[config.mk]
export PLATFORM = sky130hd
export DESIGN_NAME = dma_block_and_list_walker_top
export DESIGN_NICKNAME = d
export VERILOG_FILES = /design/src/dbl_pkg.sv /design/src/dma_block_and_list_walker_top.sv /design/src/dbl_core.sv
export SDC_FILE = /design/constraint.sdc
export NUM_CORES = 1
export LEC_CHECK = 0
export ABC_CLOCK_PERIOD_IN_PS = 6000
export BUFFER_PORTS_ARGS = -buffer_cell sky130_fd_sc_hd__buf_2
export CAP_MARGIN = 25
export CORE_UTILIZATION = 35
export DETAILED_ROUTE_END_ITERATION = 8
export HOLD_SLACK_MARGIN = 0.06
export PLACE_DENSITY_LB_ADDON = 0.25
export SETUP_SLACK_MARGIN = 0.4
export SLEW_MARGIN = 15
export SYNTH_ARGS = -nofsm -noshare
export SYNTH_HDL_FRONTEND = slang
export SYNTH_SLANG_ARGS = --single-unit
[constraint.sdc]
create_clock -name i_clk -period 6 [get_ports i_clk]
set_clock_uncertainty 0.15 [all_clocks]
set_input_delay 0.6 -clock i_clk [delete_from_list [all_inputs] [get_ports i_clk]]
set_output_delay 0.6 -clock i_clk [all_outputs]
set_load 0.1 [all_outputs]
[src/dbl_pkg.sv]
// ----------------------------------------------------------------------------
// dbl_pkg
// Shared types and constants for the DMA block and linked-list walker.
// ----------------------------------------------------------------------------
`default_nettype none

package dbl_pkg;

    typedef enum logic [1:0] {
        KIND_BLOCK = 2'd0,
        KIND_OTC   = 2'd1,
        KIND_LIST  = 2'd2
    } t_kind;

    localparam logic [1:0] KIND_UNUSED = 2'd3;

    localparam logic [1:0] MEM_NONE  = 2'd0;
    localparam logic [1:0] MEM_READ  = 2'd1;
    localparam logic [1:0] MEM_WRITE = 2'd2;

    localparam logic [31:0] OT_END     = 32'h00FF_FFFF;
    localparam int unsigned LL_END_BIT = 23;
    localparam int unsigned LL_SIZE_LO = 24;

    localparam int unsigned COUNT_BITS = 24;

endpackage

`default_nettype wire

[src/dma_block_and_list_walker_top.sv]
// Latency: a result is valid the cycle after its item is accepted.
// Throughput: one item per cycle while o_in_ready is high; the transfer state
// updates on each accepted item; the result register frees as soon as taken.
// Reset: synchronous, active low; clears the transfer state (block idle)
// and empties the result register.
// ----------------------------------------------------------------------------
// dma_block_and_list_walker_top
// DMA sequencer for block, ordering-table clear and linked-list transfers.
// ----------------------------------------------------------------------------
`default_nettype none

module dma_block_and_list_walker_top
    import dbl_pkg::*;
#(
    parameter int unsigned ADDR_BITS = 21
) (
    input  wire logic                  i_clk,
    input  wire logic                  i_rst_n,
    input  wire logic                  i_in_valid,
    output logic                       o_in_ready,
    input  wire logic                  i_mode,
    input  wire logic [1:0]            i_transfer_kind,
    input  wire logic [ADDR_BITS-1:0]  i_start_address,
    input  wire logic [COUNT_BITS-1:0] i_word_count,
    input  wire logic                  i_step_back,
    input  wire logic [31:0]           i_read_data,
    output logic                       o_out_valid,
    input  wire logic                  i_out_ready,
    output logic [1:0]                 o_mem_op,
    output logic [ADDR_BITS-1:0]       o_mem_address,
    output logic [31:0]                o_mem_write_data,
    output logic                       o_gpu_valid,
    output logic [31:0]                o_gpu_word,
    output logic                       o_done_res,
    output logic                       o_error
);

    logic                 w_fire;
    logic                 w_busy;
    logic [1:0]           w_mem_op;
    logic [ADDR_BITS-1:0] w_mem_address;
    logic [31:0]          w_mem_write_data;
    logic                 w_gpu_valid;
    logic [31:0]          w_gpu_word;
    logic                 w_done_res;
    logic                 w_error;

    logic                 r_out_valid;
    logic [1:0]           r_mem_op;
    logic [ADDR_BITS-1:0] r_mem_address;
    logic [31:0]          r_mem_write_data;
    logic                 r_gpu_valid;
    logic [31:0]          r_gpu_word;
    logic                 r_done_res;
    logic                 r_error;

    assign o_in_ready = !r_out_valid || i_out_ready;
    assign w_fire     = i_in_valid && o_in_ready;

    dbl_core #(
        .ADDR_BITS (ADDR_BITS)
    ) u_core (
        .i_clk            (i_clk),
        .i_rst_n          (i_rst_n),
        .i_fire           (w_fire),
        .i_mode           (i_mode),
        .i_transfer_kind  (i_transfer_kind),
        .i_start_address  (i_start_address),
        .i_word_count     (i_word_count),
        .i_step_back      (i_step_back),
        .i_read_data      (i_read_data),
        .o_busy           (w_busy),
        .o_mem_op         (w_mem_op),
        .o_mem_address    (w_mem_address),
        .o_mem_write_data (w_mem_write_data),
        .o_gpu_valid      (w_gpu_valid),
        .o_gpu_word       (w_gpu_word),
        .o_done_res       (w_done_res),
        .o_error          (w_error)
    );

    always_ff @(posedge i_clk) begin
        if (!i_rst_n) begin
            r_out_valid <= 1'b0;
        end else if (w_fire) begin
            r_out_valid <= 1'b1;
        end else if (i_out_ready) begin
            r_out_valid <= 1'b0;
        end
    end

    always_ff @(posedge i_clk) begin
        if (w_fire) begin
            r_mem_op         <= w_mem_op;
            r_mem_address    <= w_mem_address;
            r_mem_write_data <= w_mem_write_data;
            r_gpu_valid      <= w_gpu_valid;
            r_gpu_word       <= w_gpu_word;
            r_done_res       <= w_done_res;
            r_error          <= w_error;
        end
    end

    assign o_out_valid      = r_out_valid;
    assign o_mem_op         = r_mem_op;
    assign o_mem_address    = r_mem_address;
    assign o_mem_write_data = r_mem_write_data;
    assign o_gpu_valid      = r_gpu_valid;
    assign o_gpu_word       = r_gpu_word;
    assign o_done_res       = r_done_res;
    assign o_error          = r_error;

    // a response with no transfer running is rejected
    a_idle_resp_error: assert property (@(posedge i_clk) disable iff (!i_rst_n)
        (w_fire && i_mode && !w_busy) |=> (o_out_valid && o_error))
        else $error("idle response not flagged");

    a_error_clean: assert property (@(posedge i_clk) disable iff (!i_rst_n)
        (o_out_valid && o_error) |->
            (o_mem_op == MEM_NONE && !o_gpu_valid && !o_done_res))
        else $error("error item carries other fields");

    a_done_no_req: assert property (@(posedge i_clk) disable iff (!i_rst_n)
        (o_out_valid && o_done_res) |-> (o_mem_op == MEM_NONE))
        else $error("done item issues a memory request");

    a_otc_start_write: assert property (@(posedge i_clk) disable iff (!i_rst_n)
        (w_fire && !i_mode && !w_busy && i_transfer_kind == KIND_OTC
            && i_word_count != '0) |=> (o_mem_op == MEM_WRITE && !o_error))
        else $error("table clear did not start with a write");

    a_busy_drops_on_done: assert property (@(posedge i_clk) disable iff (!i_rst_n)
        (w_fire && w_done_res) |=> !w_busy)
        else $error("block still busy after done");

endmodule

`default_nettype wire

[src/dbl_core.sv]
// ----------------------------------------------------------------------------
// dbl_core
// Transfer state and next-state logic: one item is applied per enabled cycle.
// ----------------------------------------------------------------------------
`default_nettype none

module dbl_core
    import dbl_pkg::*;
#(
    parameter int unsigned ADDR_BITS = 21
) (
    input  wire logic                  i_clk,
    input  wire logic                  i_rst_n,
    input  wire logic                  i_fire,
    input  wire logic                  i_mode,
    input  wire logic [1:0]            i_transfer_kind,
    input  wire logic [ADDR_BITS-1:0]  i_start_address,
    input  wire logic [COUNT_BITS-1:0] i_word_count,
    input  wire logic                  i_step_back,
    input  wire logic [31:0]           i_read_data,
    output logic                       o_busy,
    output logic [1:0]                 o_mem_op,
    output logic [ADDR_BITS-1:0]       o_mem_address,
    output logic [31:0]                o_mem_write_data,
    output logic                       o_gpu_valid,
    output logic [31:0]                o_gpu_word,
    output logic                       o_done_res,
    output logic                       o_error
);

    logic                  r_busy,        n_busy;
    t_kind                 r_kind,        n_kind;
    logic                  r_in_payload,  n_in_payload;
    logic [ADDR_BITS-1:0]  r_cur_address, n_cur_address;
    logic [COUNT_BITS-1:0] r_remaining,   n_remaining;
    logic                  r_decrementing, n_decrementing;
    logic                  r_list_end,    n_list_end;
    logic [ADDR_BITS-1:0]  r_next_pointer, n_next_pointer;

    logic [ADDR_BITS-1:0]  w_start_al;
    logic [ADDR_BITS-1:0]  w_stepped;
    logic [ADDR_BITS-1:0]  w_ll_next;
    logic [ADDR_BITS-1:0]  w_hdr_ptr;
    logic [COUNT_BITS-1:0] w_rem_dec;
    logic                  w_start_bad;

    assign w_start_al = {i_start_address[ADDR_BITS-1:2], 2'b00};
    assign w_stepped  = r_decrementing ? (r_cur_address - ADDR_BITS'(4))
                                       : (r_cur_address + ADDR_BITS'(4));
    assign w_ll_next  = r_cur_address + ADDR_BITS'(4);
    assign w_hdr_ptr  = {i_read_data[ADDR_BITS-1:2], 2'b00};
    assign w_rem_dec  = r_remaining - COUNT_BITS'(1);
    assign w_start_bad = r_busy || (i_transfer_kind == KIND_UNUSED)
                       || ((i_transfer_kind != KIND_LIST) && (i_word_count == '0));

    // table-clear entry: link to the word below, or the end marker on the last
    function automatic logic [31:0] ot_entry(input logic [COUNT_BITS-1:0] rem,
                                             input logic [ADDR_BITS-1:0] addr);
        logic [ADDR_BITS-1:0] below;
        below = addr - ADDR_BITS'(4);
        return (rem == COUNT_BITS'(1)) ? OT_END : 32'(below);
    endfunction

    always_comb begin
        n_busy         = r_busy;
        n_kind         = r_kind;
        n_in_payload   = r_in_payload;
        n_cur_address  = r_cur_address;
        n_remaining    = r_remaining;
        n_decrementing = r_decrementing;
        n_list_end     = r_list_end;
        n_next_pointer = r_next_pointer;

        o_mem_op         = MEM_NONE;
        o_mem_address    = '0;
        o_mem_write_data = '0;
        o_gpu_valid      = 1'b0;
        o_gpu_word       = '0;
        o_done_res       = 1'b0;
        o_error          = 1'b0;

        if (!i_mode) begin
            if (w_start_bad) begin
                o_error = 1'b1;
            end else begin
                n_busy         = 1'b1;
                n_kind         = t_kind'(i_transfer_kind);
                n_in_payload   = 1'b0;
                n_list_end     = 1'b0;
                n_next_pointer = '0;
                n_decrementing = i_step_back;
                n_cur_address  = w_start_al;
                n_remaining    = (i_transfer_kind == KIND_LIST) ? '0 : i_word_count;
                o_mem_address  = w_start_al;
                if (i_transfer_kind == KIND_OTC) begin
                    o_mem_op         = MEM_WRITE;
                    o_mem_write_data = ot_entry(i_word_count, w_start_al);
                end else begin
                    o_mem_op = MEM_READ;
                end
            end
        end else if (!r_busy) begin
            o_error = 1'b1;
        end else begin
            unique case (r_kind)
                KIND_BLOCK: begin
                    n_remaining   = w_rem_dec;
                    n_cur_address = w_stepped;
                    o_gpu_valid   = 1'b1;
                    o_gpu_word    = i_read_data;
                    if (w_rem_dec == '0) begin
                        n_busy     = 1'b0;
                        o_done_res = 1'b1;
                    end else begin
                        o_mem_op      = MEM_READ;
                        o_mem_address = w_stepped;
                    end
                end
                KIND_OTC: begin
                    n_remaining   = w_rem_dec;
                    n_cur_address = w_stepped;
                    if (w_rem_dec == '0) begin
                        n_busy     = 1'b0;
                        o_done_res = 1'b1;
                    end else begin
                        o_mem_op         = MEM_WRITE;
                        o_mem_address    = w_stepped;
                        o_mem_write_data = ot_entry(w_rem_dec, w_stepped);
                    end
                end
                KIND_LIST: begin
                    if (!r_in_payload) begin
                        n_remaining    = COUNT_BITS'(i_read_data[31:LL_SIZE_LO]);
                        n_list_end     = i_read_data[LL_END_BIT];
                        n_next_pointer = w_hdr_ptr;
                    end else begin
                        o_gpu_valid = 1'b1;
                        o_gpu_word  = i_read_data;
                        n_remaining = w_rem_dec;
                    end
                    if (n_remaining != '0) begin
                        n_in_payload  = 1'b1;
                        n_cur_address = w_ll_next;
                        o_mem_op      = MEM_READ;
                        o_mem_address = w_ll_next;
                    end else if (n_list_end) begin
                        n_busy       = 1'b0;
                        n_in_payload = 1'b0;
                        o_done_res   = 1'b1;
                    end else begin
                        n_in_payload  = 1'b0;
                        n_cur_address = n_next_pointer;
                        o_mem_op      = MEM_READ;
                        o_mem_address = n_next_pointer;
                    end
                end
                default: begin
                    o_error = 1'b1;
                end
            endcase
        end
    end

    always_ff @(posedge i_clk) begin
        if (!i_rst_n) begin
            r_busy         <= 1'b0;
            r_kind         <= KIND_BLOCK;
            r_in_payload   <= 1'b0;
            r_cur_address  <= '0;
            r_remaining    <= '0;
            r_decrementing <= 1'b0;
            r_list_end     <= 1'b0;
            r_next_pointer <= '0;
        end else if (i_fire) begin
            r_busy         <= n_busy;
            r_kind         <= n_kind;
            r_in_payload   <= n_in_payload;
            r_cur_address  <= n_cur_address;
            r_remaining    <= n_remaining;
            r_decrementing <= n_decrementing;
            r_list_end     <= n_list_end;
            r_next_pointer <= n_next_pointer;
        end
    end

    assign o_busy = r_busy;

endmodule

`default_nettype wire
==> impl_results.md <==
- Dominant cell by count in the synthesized netlist: nor2_1
- Synth warnings: 0
- Reg2reg end: o_mem_write_data[10]
- DR iter-0 viols: approximately 800
- GRT Total Usage: 0.226
- Number of global-route vias before repair: about 9k
- Startpoint of the worst hold path: i_in_valid
- Hold Path Depth: 3
- Most frequent cells after synthesis: 119 x nor2_1, 102 x nand2_1, 81 x o21ai_0, 80 x edfxtp_1, 75 x clkbuf_1
- Root Buffer: clkbuf_16
- Period minus WS final: around 4600 ps
- Worst Path Required: ~6100 ps
- H-tree depth: 4
- Post-DP HPWL: 23900 µm
- Final Hold Fails: 0
- Initial Utilization: 0.358
- Min-Delay Endpoint: o_out_valid
- Max-capacitance violation count: 0
- Synth Area per Inst: approximately 8.6 µm²
- Skew-Pair Late Insertion Delay: between 400 and 500 ps
- Die area: just under 30000 µm²
- DRC violations left: 0
- Outcome: completed
- HP Class: primary input to flop
- Crit Path Class: flop to flop
- R2R Path Start: u_core.r_remaining[0]
- Ys async rst share: 0
- Clock buffer depth: 2
- Fmax: approximately 220 MHz
- Clk pin slew, worst setup/hold paths: ~60 ps
- Cells after Synth: about 1.2k
- Seq/Total Area, Yosys: 0.386
- Yosys reg bits: 153
- Crit path launch type: flop
- PD cells: ~280 nW/µm²
- Setup Buffers After CTS: 0
- Hold Slack: 262 ps
- Gr ovfl total: 0
- CTS tree: done
- Antenna cells: 0
- Worst-margin pin slew: ~1000 ps
- Number of port buffers: approximately 170
- Wirelength per Cell: 19.4 µm
- Critical path capture point type: flop
- Ranking of synthesized cells by area: edfxtp_1 24%, dfxtp_1 15%, nor2_1 4.5%, o21ai_0 4.1%, nand2_1 3.8%
- Share of cells above drive strength 1: 0.195
- # hold bufs at CTS: 0
- Num CTS Buffers: 17
- Largest net degree at the start of global routing: 49
- FP Rows: 61
- Total clock sinks: between 150 and 200
- Worst Path Max Fanout: 12
- Area grow syn2layout: 16.7%
- Post-synth top flop: edfxtp_1
- Final Setup Violations: 0
- Die height: 171 µm
- RSZ-0062 raised after global routing: no
- Core area: about 28000 µm²
- Post-DRT Antenna Nets: 0
- Worst Path Arrival: 4670 ps
- DR vias: 9472
- Final wirelength: between 30000 and 40000 µm
- Drt pass-1 iters: 5
- CTS resizes: 0
- Die W: 171 µm
- Setup_tns: 0 ps
- Synth top area share: 0.240
- Gp weighted congestion: 0.902
- Crit share post-route: 0.763
- Number of enable flip-flop cells after synthesis: 80
- Pwr Total: between 3 and 4 mW
- Vias/cell: 5.71
- R2R setup slack: between 1000 and 1500 ps
- Post-synth top area cell: edfxtp_1
- First-pass GRT wire length: roughly 50000 µm
- Synthesized area: 10000 µm²
- Worst Reg2Reg Path Length in Cells: 10
- Initial antenna violation count: 1
- Maximum VDD drop: 0.168 mV
- Slew Viols, Final: 0
- Leak: about 4.5 nW
- Slew margin rel.: 0.312
- Final net count: ~1.4k
- Top Ports: approximately 180
- Netlist cell types: 75
==> final cells by class <==
cell class	instances	area [µm²]
Fill cell	2926	16300
Multi-Input combinational cell	897	5670
Sequential cell	153	3860
Timing Repair Buffer	181	967
Clock buffer	22	487
Tap cell	378	473
Clock inverter	10	141
Inverter	19	72.6
==> cells in the final DEF, fill, tap and decap left out, types with 7 or more instances in the layout <==
cell	count
o21ai_0	81
o31ai_1	24
o221ai_1	7
nor3_1	34
ha_1	7
and3_1	8
nand4_1	13
clkbuf_16	19
a221oi_1	19
a22oi_1	40
buf_4	13
o211ai_1	18
dfxtp_1	73
conb_1	8
xnor2_1	36
a21oi_1	23
nand2_1	102
and2_1	41
xor2_1	41
nor2_1	118
inv_1	17
mux2_2	10
or3_1	9
mux2i_1	24
a22o_1	8
nor2b_1	9
edfxtp_1	80
nand2b_1	9
nor4_1	23
buf_2	166
nand3_1	49
a31oi_1	7
a211oi_1	21
==> per-layer routing <==
metal  track usage  vias up  share of wire
met5             0        -        0.00040
li1              -     4518              -
met1         0.279     4568           0.42
met2         0.386      323           0.50
met3        0.0340       61          0.044
met4        0.0994        2          0.037
==> power by group <==
group	switching (mW)	total (mW)	internal [mW]
clock	0.464	1.17	0.705
combinational	0.615	0.838	0.223
sequential	0.0493	1.21	1.16
total	1.13	3.21	2.09
==> through the flow <==
step / area [µm²] / cells / setup slack (ps) / utilization
after floorplan: 10000 / 1173 / 1530 / -
after global placement: 11000 / 1626 / 1610 / 0.394
after detailed placement: 11000 / 1627 / 1570 / 0.395
after CTS: 11700 / 1659 / 1530 / 0.417
after global routing: 11700 / 1660 / 1000 / 0.418
final: 11700 / 1660 / 1420 / 0.418
==> state kept, by name, indices dropped and copies added (netlist names) <==
register,cells
o_gpu_valid,1
o_out_valid,1
o_error,1
o_mem_address,21
u_core.r_remaining,24
o_mem_write_data,22
u_core.r_cur_address,21
o_done_res,1
o_mem_op,2
u_core.r_decrementing,1
u_core.r_list_end,1
u_core.r_next_pointer,21
u_core.o_busy,1
u_core.r_in_payload,1
u_core.r_kind,2
o_gpu_word,32
==> logic make-up after synthesis <==
| group | count (synthesis) | synth area share |
|---|---|---|
| simple gates | 452 | 0.227 |
| compound gates | 319 | 0.223 |
| flops | 153 | 0.386 |
| buf+inv | 123 | 0.0524 |
| xor+xnor | 77 | 0.0674 |
| mux | 34 | 0.0353 |
| fa+ha+maj | 7 | 0.00875 |
| other cells | 1 | 0.000375 |
==> worst max-delay path, stage by stage (launching register included) <==
cell	delay (ps)
dfxtp_1	400
inv_1	110
ha_1	280
nor3b_2	550
nand2_1	320
o22a_1	320
nor3_1	330
nand4_1	700
nor2_1	880
nor3_1	110
o21ai_0	230
==> how the worst max path moves through the flow <==
stage	end	startpoint	slack (ps)	cells after the start
2_1_floorplan	u_core.r_kind[1]	o_out_valid	1530	7
3_3_place_gp	o_mem_address[2]	u_core.r_remaining[0]	1610	11
3_5_place_dp	o_mem_address[2]	u_core.r_remaining[0]	1570	11
4_1_cts	o_mem_address[2]	u_core.r_remaining[0]	1530	11
5_1_grt	o_mem_write_data[20]	u_core.r_remaining[0]	1000	11
6_report	o_mem_write_data[10]	u_core.r_remaining[0]	1420	10
No activity file was read; power rests on OpenSTA's default activity.
